$ cat config.mk
export PLATFORM = sky130hd
export DESIGN_NAME = priority_interrupt_level_and_vector_core_flat
export DESIGN_NICKNAME = d
export VERILOG_FILES = /design/src/rtl/pilv_pkg.sv /design/src/rtl/pilv_chan_if.sv /design/src/rtl/pilv_csr.sv /design/src/rtl/pilv_eval.sv /design/src/rtl/priority_interrupt_level_and_vector_core.sv /design/src/flat_wrapper.sv
export SDC_FILE = /design/constraint.sdc
export NUM_CORES = 1
export LEC_CHECK = 0
export BUFFER_PORTS_ARGS = -buffer_cell sky130_fd_sc_hd__buf_2
export CORE_MARGIN = 1.5
export CORE_UTILIZATION = 39
export CTS_BUF_LIST = sky130_fd_sc_hd__clkbuf_16
export CTS_CLUSTER_DIAMETER = 100
export DETAILED_ROUTE_END_ITERATION = 8
export MAX_ROUTING_LAYER = met4
export PLACE_DENSITY_LB_ADDON = 0.25
export SLEW_MARGIN = 10
export SYNTH_ARGS = -nofsm -noshare
export SYNTH_HDL_FRONTEND = slang
export SYNTH_SLANG_ARGS = --single-unit
$ cat constraint.sdc
create_clock -name clock -period 6.6 [get_ports clock]
set_input_delay 0.33 -clock clock [delete_from_list [all_inputs] [get_ports clock]]
set_output_delay 0.33 -clock clock [all_outputs]
set_load 0.03 [all_outputs]
$ cat src/rtl/pilv_pkg.sv
package pilv_pkg;

   localparam int BUS_LINES_DEFAULT     = 8;
   localparam int LOCAL_SOURCES_DEFAULT = 8;
   localparam int LEVEL_COUNT           = 8;
   localparam int LEVEL_W               = $clog2(LEVEL_COUNT);

   // bus lines 0 and 1 both raise level 1
   localparam logic [7:0] SHARED_LEVEL1_LINES = 8'h03;

   localparam logic [LEVEL_W-1:0] LOCAL_LEVEL_LO = 3'd6;
   localparam logic [LEVEL_W-1:0] LOCAL_LEVEL_HI = 3'd7;

   typedef enum logic [1:0] {
      OP_BUS_LINE = 2'd0,
      OP_LOCAL    = 2'd1,
      OP_ENABLE   = 2'd2,
      OP_VECTOR   = 2'd3
   } opcode_type;

   typedef enum logic [1:0] {
      CSR_LEVEL6_MASK  = 2'd0,
      CSR_LEVEL7_MASK  = 2'd1,
      CSR_LOCAL_BASE   = 2'd2,
      CSR_BUS_BASE     = 2'd3
   } csr_index_type;

   typedef struct packed {
      opcode_type   opcode;
      logic [3:0]   line_index;
      logic         asserted;
      logic [2:0]   query_level;
   } req_payload_type;

   typedef struct packed {
      logic [2:0]   irq_level;
      logic         level_changed;
      logic [7:0]   vector;
      logic         bad_line;
   } rsp_payload_type;

   typedef struct packed {
      logic [7:0]   level6_source_mask;
      logic [7:0]   level7_source_mask;
      logic [7:0]   local_vector_base;
      logic [7:0]   bus_vector_base;
   } csr_type;

endpackage

$ cat src/rtl/pilv_chan_if.sv
interface pilv_chan_if #(
   parameter type payload_type = logic
);
   logic        valid;
   logic        ready;
   payload_type payload;

   modport source (output valid, output payload, input ready);
   modport sink   (input valid, input payload, output ready);
endinterface

$ cat src/rtl/pilv_csr.sv
module pilv_csr (
   input  logic                   clock,
   input  logic                   reset,
   input  logic                   csr_write_en,
   input  pilv_pkg::csr_index_type csr_index,
   input  logic [7:0]             csr_write_data,
   output pilv_pkg::csr_type      csr
);
   import pilv_pkg::*;

   csr_type csr_ff;
   csr_type csr_in;

   always_comb begin
      csr_in = csr_ff;
      if (csr_write_en) begin
         unique case (csr_index)
            CSR_LEVEL6_MASK: csr_in.level6_source_mask = csr_write_data;
            CSR_LEVEL7_MASK: csr_in.level7_source_mask = csr_write_data;
            CSR_LOCAL_BASE:  csr_in.local_vector_base  = csr_write_data;
            CSR_BUS_BASE:    csr_in.bus_vector_base    = csr_write_data;
            default:         csr_in = csr_ff;
         endcase
      end
   end

   always_ff @(posedge clock) begin
      if (reset) begin
         csr_ff <= '0;
      end else begin
         csr_ff <= csr_in;
      end
   end

   assign csr = csr_ff;
endmodule

$ cat src/rtl/pilv_eval.sv
module pilv_eval #(
   parameter int BUS_LINES     = pilv_pkg::BUS_LINES_DEFAULT,
   parameter int LOCAL_SOURCES = pilv_pkg::LOCAL_SOURCES_DEFAULT
) (
   input  pilv_pkg::req_payload_type req,
   input  pilv_pkg::csr_type         csr,
   input  logic [BUS_LINES-1:0]      bus_ff,
   input  logic [LOCAL_SOURCES-1:0]  local_ff,
   input  logic                      enable_ff,
   input  logic [2:0]                level_ff,
   output logic [BUS_LINES-1:0]      bus_in,
   output logic [LOCAL_SOURCES-1:0]  local_in,
   output logic                      enable_in,
   output logic [2:0]                level_in,
   output pilv_pkg::rsp_payload_type rsp
);
   import pilv_pkg::*;

   logic       bus_bad;
   logic       local_bad;
   logic [7:0] bus8;
   logic [7:0] loc8;
   logic [7:0] pending;
   logic [2:0] top_level;
   logic [7:0] loc_now;
   logic [7:0] cand;
   logic [2:0] cand_idx;

   assign bus_bad   = req.line_index >= 4'(BUS_LINES);
   assign local_bad = req.line_index >= 4'(LOCAL_SOURCES);

   // line and enable update
   always_comb begin
      bus_in    = bus_ff;
      local_in  = local_ff;
      enable_in = enable_ff;
      case (req.opcode)
         OP_BUS_LINE: begin
            for (int i = 0; i < BUS_LINES; i++) begin
               if (req.line_index == 4'(i)) bus_in[i] = req.asserted;
            end
         end
         OP_LOCAL: begin
            for (int i = 0; i < LOCAL_SOURCES; i++) begin
               if (req.line_index == 4'(i)) local_in[i] = req.asserted;
            end
         end
         OP_ENABLE: enable_in = req.asserted;
         default:   enable_in = enable_ff;
      endcase
   end

   // pending levels after the update
   assign bus8 = 8'(bus_in);
   assign loc8 = 8'(local_in);

   always_comb begin
      pending      = {bus8[7:2], 2'b00};
      pending[1]   = |(bus8 & SHARED_LEVEL1_LINES);
      pending[6]   = pending[6] | (|(loc8 & csr.level6_source_mask));
      pending[7]   = pending[7] | (|(loc8 & csr.level7_source_mask));
      top_level    = '0;
      for (int i = 1; i < LEVEL_COUNT; i++) begin
         if (pending[i]) top_level = 3'(i);
      end
   end

   assign level_in = enable_in ? top_level : '0;

   // vector pick, lowest asserted local source wins
   assign loc_now = 8'(local_ff);

   always_comb begin
      if (req.query_level == LOCAL_LEVEL_LO) begin
         cand = loc_now & csr.level6_source_mask;
      end else if (req.query_level == LOCAL_LEVEL_HI) begin
         cand = loc_now & csr.level7_source_mask;
      end else begin
         cand = '0;
      end
      cand_idx = '0;
      for (int i = 7; i >= 0; i--) begin
         if (cand[i]) cand_idx = 3'(i);
      end
   end

   always_comb begin
      rsp.irq_level     = level_in;
      rsp.level_changed = level_in != level_ff;
      rsp.vector        = '0;
      rsp.bad_line      = 1'b0;
      case (req.opcode)
         OP_BUS_LINE: rsp.bad_line = bus_bad;
         OP_LOCAL:    rsp.bad_line = local_bad;
         OP_VECTOR: begin
            if (|cand) begin
               rsp.vector = csr.local_vector_base + 8'(cand_idx);
            end else begin
               rsp.vector = csr.bus_vector_base + 8'(req.query_level);
            end
         end
         default:     rsp.bad_line = 1'b0;
      endcase
   end
endmodule

$ cat src/rtl/priority_interrupt_level_and_vector_core.sv
// priority interrupt controller: level and vector
// a result beat is presented from the output register in the cycle after its request beat
// throughput: one request beat per cycle while result beats are taken, a waiting result beat
// holds off the request side until it drains, set by the single update and encode pass per beat
// reset (synchronous, active high) clears lines, enable, level, config and the output valid
module priority_interrupt_level_and_vector_core #(
   parameter int BUS_LINES     = pilv_pkg::BUS_LINES_DEFAULT,
   parameter int LOCAL_SOURCES = pilv_pkg::LOCAL_SOURCES_DEFAULT
) (
   input  logic                    clock,
   input  logic                    reset,
   pilv_chan_if.sink               req_if,
   pilv_chan_if.source             rsp_if,
   input  logic                    csr_write_en,
   input  pilv_pkg::csr_index_type csr_index,
   input  logic [7:0]              csr_write_data
);
   import pilv_pkg::*;

   // config registers
   csr_type csr;

   // controller state
   logic [BUS_LINES-1:0]     bus_ff;
   logic [BUS_LINES-1:0]     bus_in;
   logic [LOCAL_SOURCES-1:0] local_ff;
   logic [LOCAL_SOURCES-1:0] local_in;
   logic                     enable_ff;
   logic                     enable_in;
   logic [2:0]               level_ff;
   logic [2:0]               level_in;

   // output register
   logic            rsp_valid_ff;
   logic            rsp_valid_in;
   rsp_payload_type rsp_data_ff;
   rsp_payload_type rsp_data_in;

   logic req_beat;

   pilv_csr u_csr (
      .clock          (clock),
      .reset          (reset),
      .csr_write_en   (csr_write_en),
      .csr_index      (csr_index),
      .csr_write_data (csr_write_data),
      .csr            (csr)
   );

   pilv_eval #(
      .BUS_LINES     (BUS_LINES),
      .LOCAL_SOURCES (LOCAL_SOURCES)
   ) u_eval (
      .req       (req_if.payload),
      .csr       (csr),
      .bus_ff    (bus_ff),
      .local_ff  (local_ff),
      .enable_ff (enable_ff),
      .level_ff  (level_ff),
      .bus_in    (bus_in),
      .local_in  (local_in),
      .enable_in (enable_in),
      .level_in  (level_in),
      .rsp       (rsp_data_in)
   );

   // take a new beat when the output register is empty or drains this cycle
   assign req_if.ready = !rsp_valid_ff || rsp_if.ready;
   assign req_beat     = req_if.valid && req_if.ready;

   always_comb begin
      rsp_valid_in = rsp_valid_ff;
      if (req_beat) begin
         rsp_valid_in = 1'b1;
      end else if (rsp_if.ready) begin
         rsp_valid_in = 1'b0;
      end
   end

   // state moves only on an accepted beat
   always_ff @(posedge clock) begin
      if (reset) begin
         bus_ff       <= '0;
         local_ff     <= '0;
         enable_ff    <= 1'b0;
         level_ff     <= '0;
         rsp_valid_ff <= 1'b0;
      end else begin
         rsp_valid_ff <= rsp_valid_in;
         if (req_beat) begin
            bus_ff    <= bus_in;
            local_ff  <= local_in;
            enable_ff <= enable_in;
            level_ff  <= level_in;
         end
      end
   end

   // result payload, no reset needed
   always_ff @(posedge clock) begin
      if (req_beat) begin
         rsp_data_ff <= rsp_data_in;
      end
   end

   assign rsp_if.valid   = rsp_valid_ff;
   assign rsp_if.payload = rsp_data_ff;
endmodule

$ cat src/flat_wrapper.sv
// flat-port wrapper written by rule: the top's interface ports become plain ports
module priority_interrupt_level_and_vector_core_flat import pilv_pkg::*;
#(
   parameter int BUS_LINES     = pilv_pkg::BUS_LINES_DEFAULT,
   parameter int LOCAL_SOURCES = pilv_pkg::LOCAL_SOURCES_DEFAULT
)
  (clock, reset, csr_write_en, csr_index, csr_write_data, req_if_valid, req_if_payload, req_if_ready, rsp_if_valid, rsp_if_payload, rsp_if_ready);
  pilv_chan_if #(.payload_type(req_payload_type)) req_if_i ();
  pilv_chan_if #(.payload_type(rsp_payload_type)) rsp_if_i ();
  input  logic clock;
  input  logic reset;
  input  logic csr_write_en;
  input  pilv_pkg::csr_index_type csr_index;
  input  logic [7:0] csr_write_data;
  input wire logic [$bits(req_if_i.valid)-1:0] req_if_valid;
  input wire logic [$bits(req_if_i.payload)-1:0] req_if_payload;
  output wire logic [$bits(req_if_i.ready)-1:0] req_if_ready;
  output wire logic [$bits(rsp_if_i.valid)-1:0] rsp_if_valid;
  output wire logic [$bits(rsp_if_i.payload)-1:0] rsp_if_payload;
  input wire logic [$bits(rsp_if_i.ready)-1:0] rsp_if_ready;
  assign req_if_i.valid = req_if_valid;
  assign req_if_i.payload = req_if_payload;
  assign req_if_ready = req_if_i.ready;
  assign rsp_if_valid = rsp_if_i.valid;
  assign rsp_if_payload = rsp_if_i.payload;
  assign rsp_if_i.ready = rsp_if_ready;
  priority_interrupt_level_and_vector_core #(.BUS_LINES(BUS_LINES), .LOCAL_SOURCES(LOCAL_SOURCES)) u_core (.clock(clock), .reset(reset), .req_if(req_if_i), .rsp_if(rsp_if_i), .csr_write_en(csr_write_en), .csr_index(csr_index), .csr_write_data(csr_write_data));
endmodule
==> results of run 1 <==
==> worst max path at each step <==
stage	from	end	slack, ps	depth (start not counted)
after global routing	u_core.u_csr.csr[31]	u_core.rsp_if.payload[5]	3350	14
after floorplan	req_if_payload[0]	u_core.rsp_if.payload[7]	3660	15
after CTS	u_core.u_csr.csr[31]	u_core.rsp_if.payload[5]	3730	14
final	u_core.u_csr.csr[31]	u_core.rsp_if.payload[7]	3710	14
after detailed placement	req_if_payload[0]	u_core.rsp_if.payload[5]	3420	15
after global placement	req_if_payload[0]	u_core.rsp_if.payload[7]	3590	15
==> registers in the layout, indices dropped and copies added (netlist names) <==
register and flops:
u_core.u_csr.csr 32, u_core.bus_ff 8, u_core.enable_ff 1, u_core.local_ff 8, u_core.rsp_if.valid 1, u_core.level_ff 3
u_core.rsp_if.payload 13
==> synthesized netlist by cell type, drive strengths merged (2+ instances only) <==
library cell  instances
nand3                24
or2                   2
nor2b                 9
and2                  3
o21ai                 8
edfxtp               13
nor2                 60
nand2                42
dfxtp                53
nor3b                 3
xor2                  4
a21o                  4
nor3                  3
ha                    6
a21boi                4
mux2                 12
o21bai                2
a31oi                 3
fa                    2
a211oi                9
xnor2                10
nand4                 7
clkbuf               14
o2111ai               2
nor4b                 2
nand3b                3
a21oi                21
nand2b                4
a2111oi               2
mux2i                46
buf                   9
inv                  10
==> worst reg2reg max path, stage by stage (launching register included) <==
cell,delay [ps]
dfxtp_1,390
mux2_2,180
nand3_1,90
nand2b_1,160
a21oi_1,130
o21ai_0,80
a21boi_0,190
ha_1,200
inv_1,60
fa_1,400
nor2b_1,210
o2111ai_1,160
xnor2_1,170
nor2_1,50
a211oi_1,250
==> final cells by class <==
class                           instances  area share
Tap cell                              111      0.0329
Multi-Input combinational cell        312       0.500
Inverter                               10     0.00889
Clock inverter                          6     0.00741
Clock buffer                           10      0.0593
Sequential cell                        66       0.344
Timing Repair Buffer                   40      0.0480
==> per-stage QoR <==
step | hold slack, ps | area [µm²] | setup slack, ps | util
3_3_place_gp | 459 | 3940 | 3590 | 0.428
3_5_place_dp | 468 | 3940 | 3420 | 0.428
5_1_grt | 274 | 4220 | 3350 | 0.459
6_report | 250 | 4220 | 3710 | 0.459
2_1_floorplan | 446 | 3700 | 3660 | -
4_1_cts | 245 | 4220 | 3730 | 0.459
==> per-layer routing <==
layer  wire (µm)  global-route usage  vias up
li1            -                   -     1506
met1        4300               0.251     1433
met2        3870               0.271       75
met3         375              0.0348        6
met4          59              0.0433        0
met5           0                   -        -
==> power by group through the flow <==
stage | Clock, W | Sequential [W] | Combinational [W]
after floorplan | 0 | 0.000453 | 0.0000588
final | 0.000442 | 0.000437 | 0.0000986
after global placement | 0 | 0.000445 | 0.0000980
after global routing | 0.000467 | 0.000438 | 0.000108
after detailed placement | 0 | 0.000445 | 0.0000985
after CTS | 0.000449 | 0.000437 | 0.0000989
==> kinds of logic (layout without fill, tap and decap cells) <==
logic type                 after synthesis  in the layout  share of synthesized area
DFF                                     66             66                      0.393
and+or+nand+nor                        169            169                      0.226
adders and majority gates                8              8                     0.0311
buffers and inverters                   33             66                     0.0366
xor gates and xnor gates                14             14                     0.0332
AOI/OAI and AO/OA                       63             63                      0.119
muxes                                   58             58                      0.161
==> impl_metrics.yaml, run 1 <==
synthesis:
  ys_ff_latch: 66
  ys_types: 55
  synth_area_per_cell_um2: 8.99
  synth_area_leaders: "dfxtp_1 (29%), mux2i_1 (12%), edfxtp_1 (11%), nor2_1 (6.1%), nand2_1 (4.3%)"
  synth_area_um2: 3700
  yosysTopAreaCell: "dfxtp_1"
  syn_nets: 444
  synthCells: 411
  ys.flop_type: "dfxtp_1"
  synth_top_area_share: 0.287
  yosysSeqAreaShare: 0.393
  ys_warn_count: 0
  synth_edf_count: 13
  postSynth.asyncResetShare: 0
critical_path:
  path_cells: "mux2_2 -> nand3_1 -> nand2b_1 -> a21oi_1 -> o21ai_0 -> a21boi_0 -> ha_1 -> inv_1 -> fa_1 -> nor2b_1 -> o2111ai_1 -> xnor2_1 -> nor2_1 -> a211oi_1"
  rrSetupSlack_ps: 3710
  cp-start-kind: "flop"
  critPathArrivalTime_ps: 3040
  end_kind: "flop"
  crit_type: "reg -> reg"
  r2r_end: "u_core.rsp_if.payload[7]"
  crit_path_max_incr_delay_ps: 400
  crit_required_ps: 6740
  path_delay_family: "compound AO/OA/AOI/OAI gates"
  reg2reg_from: "u_core.u_csr.csr[31]"
  crit_buf_inv: 1
  ff2ff_path_depth: 14
  crit_slowest_cell: "fa_1"
  cp_max_fo: 4
power_and_ir_drop:
  peakVddDrop_v: 0.000120
  seqPwrFrac: 0.447
  net-switching-power_w: 0.000244
  p_sw_frac: 0.250
  p_leak_nw: 1.79
  p_int_w: 0.000733
  clkPwrFrac: 0.452
  finalPower_w: 0.000977
  powerDensity_nw_per_um2: 231
  p_comb_frac: 0.101
hold_path:
  hp-class: "in -> reg"
  min-delay-start: "req_if_valid"
  holdPathEnd: "u_core.rsp_if.valid"
  min_path_cells: 3
route:
  drt-wirelength-per-cell_um: 15.5
  route.detailed.drc: 0
  drt_first_pass_iters: 4
  vias_per_cell: 5.44
  ant_nets: 0
  drtIter0Drc: 214
  wl_um: 8600
  via_count: 3020
die:
  die_y_um: 100
  rows: 35
  die-area_um2: 10100
  start_util: 0.402
  die_w_um: 100
  io_pins: 40
  core_area_um2: 9200
finish:
  diodes: 0
  fillers: 907
  final_cell_mix: "nor2_1 (60), dfxtp_1 (53), mux2i_1 (46)"
  seq_area_um2: 1450
  fin_cells: 555
  final_layout_size_suffix_gt1_frac: 0.160
  layout_commonest_cell: "nor2_1"
  multiInputGateArea_um2: 2110
  syn_to_final_growth_pct: 14.2
  fin_nets: 472
clock_network:
  clk_latency_ps: 320
  cts_max_path_buffers: 2
  cts_tree: "done"
  hold_buffers: 0
  clock_sinks: 66
  cts_resized: 0
  clock_tree.root_cell: "clkbuf_16"
  cts-buffers-inserted: 9
  cts_setup_buffers: 0
  htreeDepth: 3
  clk_pin_slew_ps: 60
sta:
  finalCriticalPeriod_ps: 2890
  min_period_over_period: 0.438
  worst_pin_slew_ps: 955
  fin_setup_tns_ps: 0
  slew_violations: 0
  final_hold_viol_count: 0
  rsz0062_at_grt: "no"
  finalClockSkew_ps: 6.91
  relSlewSlack: 0.363
  max_freq_ghz: 0.346
  finalSetupViolCount: 0
global_route:
  overflow: 0
  grt_pass1_vias: 2734
  grtUsageTotal: 0.180
  grt_max_degree: 54
  grt_pass1_wl_um: 13800
  antenna_found_initial: 0
placed_design:
  dp_hpwl_um: 6330
  gp_congestion: 0.940
  dp_cells: 539
  port_buffers: 39
flow_run:
  max-cap-violations: 0
status:
  status: "finished clean"
Note: power is estimated with default switching activity, not from simulation.
==> inputs of run 2 (changes only) <==
- clock period: 6.6 -> 2.7 ns (I/O delays scaled with it)
==> run 2 against run 1 <==
Net effect: critical path type unchanged; largest cell class unchanged; largest power group is now registers; flip-flop and latch count is the same; final area rose by 8.0%; maximum frequency up 13%; clock skew about the same; critical endpoint unchanged; sequential share of layout area is 2.5 points lower; die area is the same.
==> impl_metrics.yaml, run 2 (synthesis results as in run 1) <==
route:
  drt_first_pass_iters: 5
  via_count: 3226
  vias_per_cell: 5.39
  route.detailed.drc: 0
  drtIter0Drc: 120
  ant_nets: 0
  drt-wirelength-per-cell_um: 15.6
  wl_um: 9330
power_and_ir_drop:
  seqPwrFrac: 0.444
  finalPower_w: 0.00240
  p_leak_nw: 2.00
  clkPwrFrac: 0.438
  p_int_w: 0.00177
  net-switching-power_w: 0.000626
  peakVddDrop_v: 0.000291
  powerDensity_nw_per_um2: 525
  p_sw_frac: 0.261
  p_comb_frac: 0.118
clock_network:
  clock_tree.root_cell: "clkbuf_16"
  cts_setup_buffers: 0
  cts_tree: "done"
  cts_max_path_buffers: 2
  htreeDepth: 3
  cts-buffers-inserted: 9
  hold_buffers: 0
  clock_sinks: 66
  clk_pin_slew_ps: 60
  clk_latency_ps: 330
finish:
  fin_nets: 515
  fillers: 888
  final_cell_mix: "nor2_1 (60), dfxtp_1 (51), mux2i_1 (46)"
  largest_register_ffs: 32
  seq_area_um2: 1450
  syn_to_final_growth_pct: 23.4
  layout_commonest_cell: "nor2_1"
  final_layout_size_suffix_gt1_frac: 0.255
  multiInputGateArea_um2: 2130
  diodes: 0
critical_path:
  cp_max_fo: 3
  ff2ff_path_depth: 14
  critPathArrivalTime_ps: 2620
  rrSetupSlack_ps: 150
  r2r_end: "u_core.rsp_if.payload[7]"
  end_kind: "flop"
  path_cells: "mux2_2 -> nand3_1 -> nand2b_1 -> a21oi_1 -> o21ai_1 -> a21boi_1 -> ha_2 -> inv_1 -> fa_2 -> nor2b_2 -> o2111ai_1 -> xnor2_1 -> nor2_1 -> a211oi_2"
  crit_slowest_cell: "fa_2"
  crit_required_ps: 2770
  cp-start-kind: "flop"
  crit_path_max_incr_delay_ps: 360
  reg2reg_from: "u_core.u_csr.csr[30]"
  crit_type: "reg -> reg"
sta:
  setup_ws_ps: 147
  slew_violations: 0
  min_period_over_period: 0.946
  finalClockSkew_ps: 6.87
  fin_setup_tns_ps: 0
  final_hold_viol_count: 0
  finalCriticalPeriod_ps: 2550
  max_freq_ghz: 0.392
  finalSetupViolCount: 0
  relSlewSlack: 0.346
  worst_pin_slew_ps: 982
  rsz0062_at_grt: "yes"
placed_design:
  dp_hpwl_um: 7070
  place_ws_ps: -129
  port_buffers: 39
  gp_congestion: 0.876
die:
  die-area_um2: 10100
  start_util: 0.402
  rows: 35
  die_w_um: 100
  die_y_um: 100
  core_area_um2: 9200
  io_pins: 40
global_route:
  grt_max_degree: 54
  grtUsageTotal: 0.206
  grt_pass1_wl_um: 15400
  overflow: 0
  antenna_found_initial: 0
  grt_pass1_vias: 3028
hold_path:
  holdPathEnd: "u_core.rsp_if.valid"
  min-delay-start: "req_if_valid"
  min_path_cells: 3
  hp-class: "in -> reg"
flow_run:
  max-cap-violations: 0
status:
  status: "finished clean"
-- run 2: cell types whose count changed in the layout (fill, tap and decap cells not counted), sizes merged --
cell and change:
buf +43, inv +1, clkbuf -1
-- run 2: layer usage --
metal / up-vias / wire length (µm) / GRT usage
met5: - / 0 / -
met4: 0 / 163 / 0.0856
met3: 12 / 322 / 0.0425
met2: 65 / 4270 / 0.308
met1: 1554 / 4570 / 0.270
li1: 1595 / - / -
-- run 2: what timing repair did --
item,CTS,global route
setup endpoints to repair,2,6
gates resized for setup,2,10
pin swaps,1,4
-- run 2: stage by stage --
step	cell area (µm²)	hold WS, ps	std cells	util
global route	4560	46.4	598	0.496
global placement	4260	380	582	0.464
floorplan	3700	264	411	-
CTS	4530	33.5	598	0.493
detailed placement	4260	389	582	0.464
finish	4560	40.4	598	0.496
-- run 2: power by group through the flow --
stage	Clock (W)	Combinational, W	Sequential, W
2_1_floorplan	0	0.000144	0.00111
5_1_grt	0.00111	0.000311	0.00107
4_1_cts	0.00107	0.000282	0.00106
3_5_place_dp	0	0.000281	0.00108
3_3_place_gp	0	0.000277	0.00108
6_report	0.00105	0.000283	0.00106
-- run 2: worst max-delay path: cells and delay by family, from the launching register on --
kind            cells  cell delay (ps)
fa+ha+maj           2              560
compound gates      5              530
simple gates        4              430
flops               1              310
mux                 1              260
xor+xnor            1              150
buf+inv             1               60
-- run 2: worst max-delay path by stage --
stage                                     from                       end  slack (ps)  cells past startpoint
after detailed placement     req_if_payload[0]  u_core.rsp_if.payload[7]        -130                     15
final                     u_core.u_csr.csr[30]  u_core.rsp_if.payload[7]         150                     14
after global placement       req_if_payload[0]  u_core.rsp_if.payload[7]         -20                     15
after floorplan              req_if_payload[0]  u_core.rsp_if.payload[7]          80                     15
after CTS                 u_core.u_csr.csr[23]  u_core.rsp_if.payload[7]          40                     14
after global routing      u_core.u_csr.csr[30]  u_core.rsp_if.payload[7]         -60                     14
-- run 2: layout make-up --
type / count / area share
timing repair buffer: 83 / 0.115
sequential: 66 / 0.319
clock buffer: 9 / 0.0494
clock inverter: 7 / 0.00960
multi-input combinational: 312 / 0.468
tap: 111 / 0.0305
inverter: 10 / 0.00823
==> inputs of run 3 (changes only) <==
- RECOVER_POWER: unset -> 50
==> run 3 against run 2 <==
Net effect: the run now ends with max-capacitance violations, max-slew violations left; critical path depth did not move; critical path type unchanged; combinational power fell by 2%; highest routed layer unchanged; sequential share of layout area rose by 0.15 points; final area fell by 0.47%; routed wire length did not move; non-clock buffer count did not move; largest power group unchanged; die area did not move.
==> impl_metrics.yaml, run 3 (synthesis results as in run 1) <==
status:
  status: "finished with violations"
  violations: "max-capacitance violations, max-slew violations"
sta:
  slew_violations: 54
  final_hold_viol_count: 0
  rsz0062_at_grt: "yes"
  finalCriticalPeriod_ps: 2550
  fin_setup_tns_ps: 0
  worst_pin_slew_ps: 2370
  finalSetupViolCount: 0
  max_freq_ghz: 0.392
  finalClockSkew_ps: 6.17
  min_period_over_period: 0.945
  relSlewSlack: -0.578
die:
  die-area_um2: 10100
  io_pins: 40
  core_area_um2: 9200
  rows: 35
  die_w_um: 100
  die_y_um: 100
  start_util: 0.402
critical_path:
  critPathArrivalTime_ps: 2620
  cp-start-kind: "flop"
  crit_required_ps: 2770
  crit_type: "reg -> reg"
  end_kind: "flop"
  cp_max_fo: 3
route:
  via_count: 3209
  route.detailed.drc: 0
  drt_first_pass_iters: 4
  wl_um: 9330
  drt-wirelength-per-cell_um: 15.6
  drtIter0Drc: 125
  ant_nets: 0
  vias_per_cell: 5.37
global_route:
  grt_use_met2: 0.308
  antenna_found_initial: 0
  grt_pass1_vias: 3028
  met1_usage: 0.270
  grt_pass1_wl_um: 15400
  overflow: 0
  met3_usage: 0.0425
  grt-busiest-layer: "met2"
  grt_max_degree: 54
  grtUsageTotal: 0.206
placed_design:
  port_buffers: 39
  dp_hpwl_um: 7070
  gp_congestion: 0.876
power_and_ir_drop:
  finalPower_w: 0.00239
  p_leak_nw: 1.96
  powerDensity_nw_per_um2: 526
  peakVddDrop_v: 0.000291
finish:
  fin_nets: 515
  largest_register_ffs: 32
  fillers: 903
  final_util: 0.493
  final_layout_size_suffix_gt1_frac: 0.224
  final_cell_mix: "nor2_1 (60), dfxtp_1 (51), mux2i_1 (46)"
  diodes: 0
  syn_to_final_growth_pct: 22.8
  layout_commonest_cell: "nor2_1"
clock_network:
  htreeDepth: 3
  clock_tree.root_cell: "clkbuf_16"
  clk_latency_ps: 330
  cts_max_path_buffers: 2
  cts_setup_buffers: 0
  clk_pin_slew_ps: 60
  cts-buffers-inserted: 9
  hold_buffers: 0
  cts_tree: "done"
  clock_sinks: 66
flow_run:
  max-cap-violations: 1
hold_path:
  hp-class: "in -> reg"
==> run 3: per-stage QoR <==
step	setup slack (ps)	instance area [µm²]	hold slack, ps	cells
3_3_place_gp	-15.7	4260	380	582
3_5_place_dp	-129	4260	389	582
4_1_cts	38.0	4530	33.5	598
5_1_grt	-59.1	4540	46.4	598
2_1_floorplan	81.9	3700	264	411
6_report	149	4540	43.4	598
==> run 3: timing repair <==
| item | CTS | global route |
|---|---|---|
| pin swaps | 1 | 4 |
| cloned | 0 | 0 |
| gates resized for setup | 2 | 10 |
| setup endpoints to repair | 2 | 6 |
==> run 3: worst max-delay path, cell delays in order, from the launching register on <==
cell and delay (ps):
dfxtp_1 310, mux2_2 260, nand3_1 100, nand2b_1 60, a21oi_1 140, o21ai_1 70, a21boi_1 150, ha_2 200
inv_1 60, fa_2 360, nor2b_2 150, o2111ai_1 130, xnor2_1 150, nor2_1 120, a211oi_2 40
==> run 3: area by class of cell <==
class / count / area [µm²] / area share
Timing Repair Buffer: 83 / 504 / 0.111
Clock inverter: 7 / 43.8 / 0.00965
Clock buffer: 9 / 225 / 0.0496
Tap cell: 111 / 139 / 0.0306
Sequential cell: 66 / 1450 / 0.320
Inverter: 10 / 37.5 / 0.00827
Multi-Input combinational cell: 312 / 2130 / 0.470
==> run 3: final timing paths <==
| path | slack, ps | end | cells past startpoint | from |
|---|---|---|---|---|
| setup / recovery | 150 | u_core.rsp_if.payload[7] | 14 | u_core.u_csr.csr[30] |
| hold / removal | 40 | u_core.rsp_if.valid | 3 | req_if_valid |
| setup reg to reg | 150 | u_core.rsp_if.payload[7] | 14 | u_core.u_csr.csr[30] |
| hold reg to reg | 470 | u_core.level_ff[1] | 2 | u_core.level_ff[1] |
==> run 3: routing by layer <==
layer	routed length [µm]	share of wire
met2	4340	0.47
met3	332	0.036
met5	0	0
met4	111	0.012
met1	4550	0.49
==> run 3: report_power, final <==
part           switching [W]  total (W)  internal [W]
Combinational       0.000171   0.000278      0.000107
Clock               0.000430    0.00105      0.000616
Sequential         0.0000209    0.00106       0.00104
Total               0.000623    0.00239       0.00177
